## config.mk

```make
export PLATFORM = sky130hd
export DESIGN_NAME = tlv_message_deframer
export DESIGN_NICKNAME = d
export VERILOG_FILES = /design/src/rtl/core/tlvd_pkg.sv /design/src/rtl/core/tlv_message_deframer.sv
export SDC_FILE = /design/constraint.sdc
export NUM_CORES = 1
export LEC_CHECK = 0
export ABC_AREA = 1
export BUFFER_PORTS_ARGS = -buffer_cell sky130_fd_sc_hd__buf_2
export CORE_MARGIN = 4
export CORE_UTILIZATION = 29
export CTS_CLUSTER_DIAMETER = 60
export DETAILED_ROUTE_END_ITERATION = 12
export GPL_ROUTABILITY_DRIVEN = 0
export PLACE_DENSITY = 0.46
export SETUP_SLACK_MARGIN = 0.3
export SLEW_MARGIN = 0
export SYNTH_ARGS = -nofsm -noshare
export SYNTH_HDL_FRONTEND = slang
export SYNTH_SLANG_ARGS = --single-unit
```

## constraint.sdc

```tcl
create_clock -name clock -period 6.6 [get_ports clock]
set_input_delay 1.98 -clock clock [delete_from_list [all_inputs] [get_ports clock]]
set_output_delay 1.98 -clock clock [all_outputs]
set_load 0.02 [all_outputs]
```

## src/rtl/core/tlvd_pkg.sv

```systemverilog
`timescale 1ns / 1ps

package tlvd_pkg;

   localparam int unsigned HEADER_BYTES = 8;
   localparam int unsigned COUNT_W      = 4;

   localparam logic [COUNT_W-1:0] HEADER_LAST = COUNT_W'(HEADER_BYTES - 1);
   localparam logic [COUNT_W-1:0] HEADER_DONE = COUNT_W'(HEADER_BYTES);

   localparam int unsigned CSR_ADDR_W = 3;
   localparam logic CSR_IDX_MAX_LEN   = 1'b0;

   typedef enum logic [1:0] {
      ST_HEADER   = 2'd0,
      ST_VALUE    = 2'd1,
      ST_OVERSIZE = 2'd2,
      ST_REJECTED = 2'd3
   } status_type;

   typedef struct packed {
      logic [31:0] value_offset;
      logic [31:0] value_length;
      logic [31:0] message_type;
      logic [7:0]  value_byte;
   } rsp_data_type;

endpackage

```

## src/rtl/core/tlv_message_deframer.sv

```systemverilog
`timescale 1ns / 1ps

// Type-length-value deframer for a byte stream. Each message opens with an
// eight-byte header (big-endian 32-bit type, then big-endian 32-bit length);
// the following value bytes come out tagged with type, length and offset, and
// the byte that ends a message carries tlast. A length above the max_value_length
// register (address 0x0, reset 0xFFFFFFFF) gives one oversize result and every
// later item is rejected until reset. One item is taken every clock cycle while
// rsp_tready keeps the result register free; each result passes through the single
// decode stage between the input register and the result register.
module tlv_message_deframer (
   input  logic                               clock,
   input  logic                               reset,
   // data_byte
   input  logic [7:0]                         req_tdata,
   input  logic                               req_tvalid,
   output logic                               req_tready,
   // value_byte, message_type, value_length, value_offset
   output logic [103:0]                       rsp_tdata,
   // status
   output logic [1:0]                         rsp_tuser,
   output logic                               rsp_tlast,
   output logic                               rsp_tvalid,
   input  logic                               rsp_tready,
   input  logic                               csr_psel,
   input  logic                               csr_penable,
   input  logic                               csr_pwrite,
   input  logic [tlvd_pkg::CSR_ADDR_W-1:0]    csr_paddr,
   input  logic [31:0]                        csr_pwdata,
   output logic [31:0]                        csr_prdata,
   output logic                               csr_pready
);
   import tlvd_pkg::*;

   logic [31:0]        max_len_ff;
   logic               in_valid_ff;
   logic [7:0]         in_byte_ff;
   logic               rsp_valid_ff;
   rsp_data_type       rsp_data_ff, rsp_data_in;
   status_type         rsp_status_ff, rsp_status_in;
   logic               rsp_last_ff, rsp_last_in;

   logic [COUNT_W-1:0] hdr_count_ff, hdr_count_in;
   logic [55:0]        hdr_shift_ff, hdr_shift_in;
   logic [31:0]        cur_type_ff, cur_type_in;
   logic [31:0]        cur_len_ff, cur_len_in;
   logic [31:0]        rx_count_ff, rx_count_in;
   logic               error_ff, error_in;

   logic               out_load;
   logic               process;
   logic [63:0]        full_hdr;
   logic [31:0]        rx_next;

   assign out_load   = !rsp_valid_ff || rsp_tready;
   assign req_tready = !in_valid_ff || out_load;
   assign process    = in_valid_ff && out_load;

   assign csr_pready = 1'b1;
   assign csr_prdata = (csr_paddr[2] == CSR_IDX_MAX_LEN) ? max_len_ff : 32'd0;

   assign rsp_tvalid = rsp_valid_ff;
   assign rsp_tdata  = rsp_data_ff;
   assign rsp_tuser  = rsp_status_ff;
   assign rsp_tlast  = rsp_last_ff;

   assign full_hdr = {hdr_shift_ff, in_byte_ff};
   assign rx_next  = rx_count_ff + 32'd1;

   always_comb begin
      hdr_count_in  = hdr_count_ff;
      hdr_shift_in  = hdr_shift_ff;
      cur_type_in   = cur_type_ff;
      cur_len_in    = cur_len_ff;
      rx_count_in   = rx_count_ff;
      error_in      = error_ff;
      rsp_data_in   = '0;
      rsp_status_in = ST_HEADER;
      rsp_last_in   = 1'b0;
      if (error_ff) begin
         rsp_status_in            = ST_REJECTED;
         rsp_data_in.message_type = cur_type_ff;
         rsp_data_in.value_length = cur_len_ff;
      end else if (hdr_count_ff != HEADER_DONE) begin
         hdr_shift_in = full_hdr[55:0];
         hdr_count_in = hdr_count_ff + COUNT_W'(1);
         if (hdr_count_ff == HEADER_LAST) begin
            cur_type_in              = full_hdr[63:32];
            cur_len_in               = full_hdr[31:0];
            rx_count_in              = 32'd0;
            rsp_data_in.message_type = full_hdr[63:32];
            rsp_data_in.value_length = full_hdr[31:0];
            if (full_hdr[31:0] > max_len_ff) begin
               error_in      = 1'b1;
               rsp_status_in = ST_OVERSIZE;
            end else if (full_hdr[31:0] == 32'd0) begin
               rsp_last_in  = 1'b1;
               hdr_count_in = '0;
            end
         end
      end else begin
         rsp_status_in            = ST_VALUE;
         rsp_data_in.value_byte   = in_byte_ff;
         rsp_data_in.message_type = cur_type_ff;
         rsp_data_in.value_length = cur_len_ff;
         rsp_data_in.value_offset = rx_count_ff;
         rx_count_in              = rx_next;
         if (rx_next == cur_len_ff) begin
            rsp_last_in  = 1'b1;
            hdr_count_in = '0;
            rx_count_in  = 32'd0;
         end
      end
   end

   always_ff @(posedge clock) begin
      if (reset) begin
         max_len_ff   <= 32'hFFFF_FFFF;
         in_valid_ff  <= 1'b0;
         rsp_valid_ff <= 1'b0;
         hdr_count_ff <= '0;
         rx_count_ff  <= 32'd0;
         error_ff     <= 1'b0;
      end else begin
         if (csr_psel && csr_penable && csr_pwrite && csr_pready
             && csr_paddr[2] == CSR_IDX_MAX_LEN) begin
            max_len_ff <= csr_pwdata;
         end
         if (req_tready) begin
            in_valid_ff <= req_tvalid;
         end
         if (out_load) begin
            rsp_valid_ff <= in_valid_ff;
         end
         if (process) begin
            hdr_count_ff <= hdr_count_in;
            rx_count_ff  <= rx_count_in;
            error_ff     <= error_in;
         end
      end
   end

   // payload registers
   always_ff @(posedge clock) begin
      if (req_tready && req_tvalid) begin
         in_byte_ff <= req_tdata;
      end
      if (process) begin
         hdr_shift_ff  <= hdr_shift_in;
         cur_type_ff   <= cur_type_in;
         cur_len_ff    <= cur_len_in;
         rsp_data_ff   <= rsp_data_in;
         rsp_status_ff <= rsp_status_in;
         rsp_last_ff   <= rsp_last_in;
      end
   end

endmodule

```

==> flow_summary.toml <==
[die]
num_rows = 78
initial_utilization_pct = 29.5
die_h_um = 224
ios = 192
core_sq_mm = 0.0457
dieArea_sq_mm = 0.0500
die_w_um = 224

[worst_hold_path]
worstHoldStart = "hdr_shift_ff[50]$_DFFE_PP_"
hold_class = "flop to flop"

[clocking]
clockRootBuffer = "clkbuf_16"
postCtsResizedCells = 0
path_clk_slew_ps = 50
postCtsSetupBuffers = 0
clock_path_buffers = 3
ctsHtreeMaxLevel = 2
cts_tree = "yes"
cts_hold_buf = 0
worstSkewPairLatency_ps = 520
cts_buffers = 37
clock-sinks = 306

[setup_path]
reg2reg_slack_ps = 3620
endpoint_kind = "output port"
worst_ep_arrival_time_ps = 2760
startpoint = "csr_paddr[2]"
r2r-start = "rx_count_ff[1]$_SDFFE_PP0P_"
slowest_stage = "buf_2"
cp_cell_sequence = "buf_2 -> nor2_1 -> buf_2"
start_kind = "input port"
cp_data_required_time_ps = 4620
cpMostUsedCell = "buf_2"
crit_type = "input port to output port"
critPathMaxStageDelay_ps = 460
cp_max_fo = 33

[timing]
slew_headroom_pct = 17.7
holdWs_ps = 451
min_period_over_period_pct = 71.8
finClkSkew_ps = 12.7
fmaxAchievable_ghz = 0.211
tightest_slew_ps = 1230
maxSlewViolCount = 0
worst_slack_ps = 1860
post-route-min-period_ps = 4740
tns_ps = 0
setup_violations = 0
rsz0062_at_grt = "no"
hold_viol_final = 0

[placement]
port_buffers = 188
post-place-cells = 2076
dp_slack_ps = 1830
detailed_place_hpwl_um = 27000
place_area_sq_mm = 0.0151

[global_route]
grt_max_degree = 65
grt-ovfl-total = 0
grtUsageTotal_pct = 14.7
grt_pass1_vias = 9555
grt_pass1_wl_um = 57800
antenna_found_initial = 0

[synthesis]
synth-main-ff-cell = "edfxtp_1"
syn-cell-area_sq_mm = 0.0135
ys_types = 38
ys_warn_count = 0
ys_ff_latch = 306
syn_area_per_cell_sq_um = 10.2
syn-instance-count = 1322
yosys.area.top_type = "edfxtp_1"
yosysSeqAreaShare_pct = 62.9
synthesis.nets = 1407
yosys-top-cells-area = "edfxtp_1, dfxtp_1, nand2_1"
async_reset_ff_share_pct = 0
synth-edff-count = 235
synth_top_area_share_pct = 52.4

[route]
vias = 9793
drcViolationCount = 0
wl_per_cell_um = 17.6
viasPerCell = 4.57
postRouteAntennaNets = 0
drtIter0Drc = 554
firstDrtPassIters = 5
wl_um = 37600

[layout]
final_core_util_pct = 35.7
drive_gt1_share_pct = 18.5
diodes = 0
fin_cells = 2142
synthToLayoutAreaGrowth_pct = 21.2
fin_nets = 1600
fin_area_sq_mm = 0.0163
final_cell_mix = "nand2_1, edfxtp_1, buf_2"
final_common_cell = "nand2_1"

[power]
p_leak_nw = 6.50
power_mw = 4.47
p_per_area_mw_per_mm2 = 274
vdd_drop_max_uv = 160

[run_status]
outcome = "finished clean"

[run]
maxCapViolCount = 0
final cells by class:
class	count	area, sq um
fill	4729	29400
sequential	306	8480
multi-input combinational	814	4250
clock buffer	50	1050
timing repair buffer	198	1030
tap	600	751
inverter	158	598
clock inverter	16	174
sequential cells by signal, indices dropped and copies added (netlist names):
| name | count |
|---|---|
| rsp_tvalid | 1 |
| max_len_ff | 32 |
| rsp_tuser | 2 |
| in_byte_ff | 8 |
| cur_type_ff | 32 |
| rx_count_ff | 32 |
| rsp_tdata | 104 |
| error_ff | 1 |
| in_valid_ff | 1 |
| hdr_shift_ff | 56 |
| cur_len_ff | 32 |
| hdr_count_ff | 4 |
| rsp_tlast | 1 |
per-layer routing:
layer	vias to the layer above	part of all wire (%)	global-route usage, %
met2	254	45	23.2
li1	4905	-	-
met5	-	0	0
met1	4587	47	20.7
met3	47	5.9	3.11
met4	0	2.1	3.70
cell families after synthesis:
group | Yosys count | synth area share, %
other | 1 | 0.0278
xor gates and xnor gates | 7 | 0.669
and+or+nand+nor | 592 | 18.9
AOI/OAI and AO/OA | 179 | 8.44
adders and majority gates | 35 | 3.25
DFF | 306 | 62.9
buffers and inverters | 202 | 5.80
cell usage after synthesis (all sizes together) (2+ instances only):
| master | instances |
|---|---|
| o211ai | 34 |
| clkinv | 2 |
| inv | 156 |
| ha | 35 |
| o21ai | 23 |
| o22ai | 22 |
| nand2 | 320 |
| buf | 6 |
| nor2 | 161 |
| clkbuf | 38 |
| xnor2 | 2 |
| nand3 | 80 |
| nor4 | 5 |
| a21oi | 66 |
| dfxtp | 71 |
| xor2 | 3 |
| nand4 | 23 |
| edfxtp | 235 |
| a22o | 32 |
power by group:
| group | internal [mW] | switching (mW) | leakage (nW) |
|---|---|---|---|
| clock | 1.24 | 0.793 | 0.596 |
| sequential | 2.14 | 0.0366 | 2.77 |
| combinational | 0.0758 | 0.191 | 3.13 |
worst max-delay path: cells and delay by family:
| family | cells | cell delay (ps) |
|---|---|---|
| buffers and inverters | 2 | 650 |
| and+or+nand+nor | 1 | 130 |
path summary, 6_finish.rpt:
path                                    end  depth (start not counted)
setup / recovery             csr_prdata[29]                          3
hold / removal    cur_type_ff[26]$_DFFE_PP_                          0
setup reg to reg    rsp_tlast$_SDFFCE_PP0P_                         15
hold reg to reg   cur_type_ff[26]$_DFFE_PP_                          0
(Power assumes the default switching activity.)
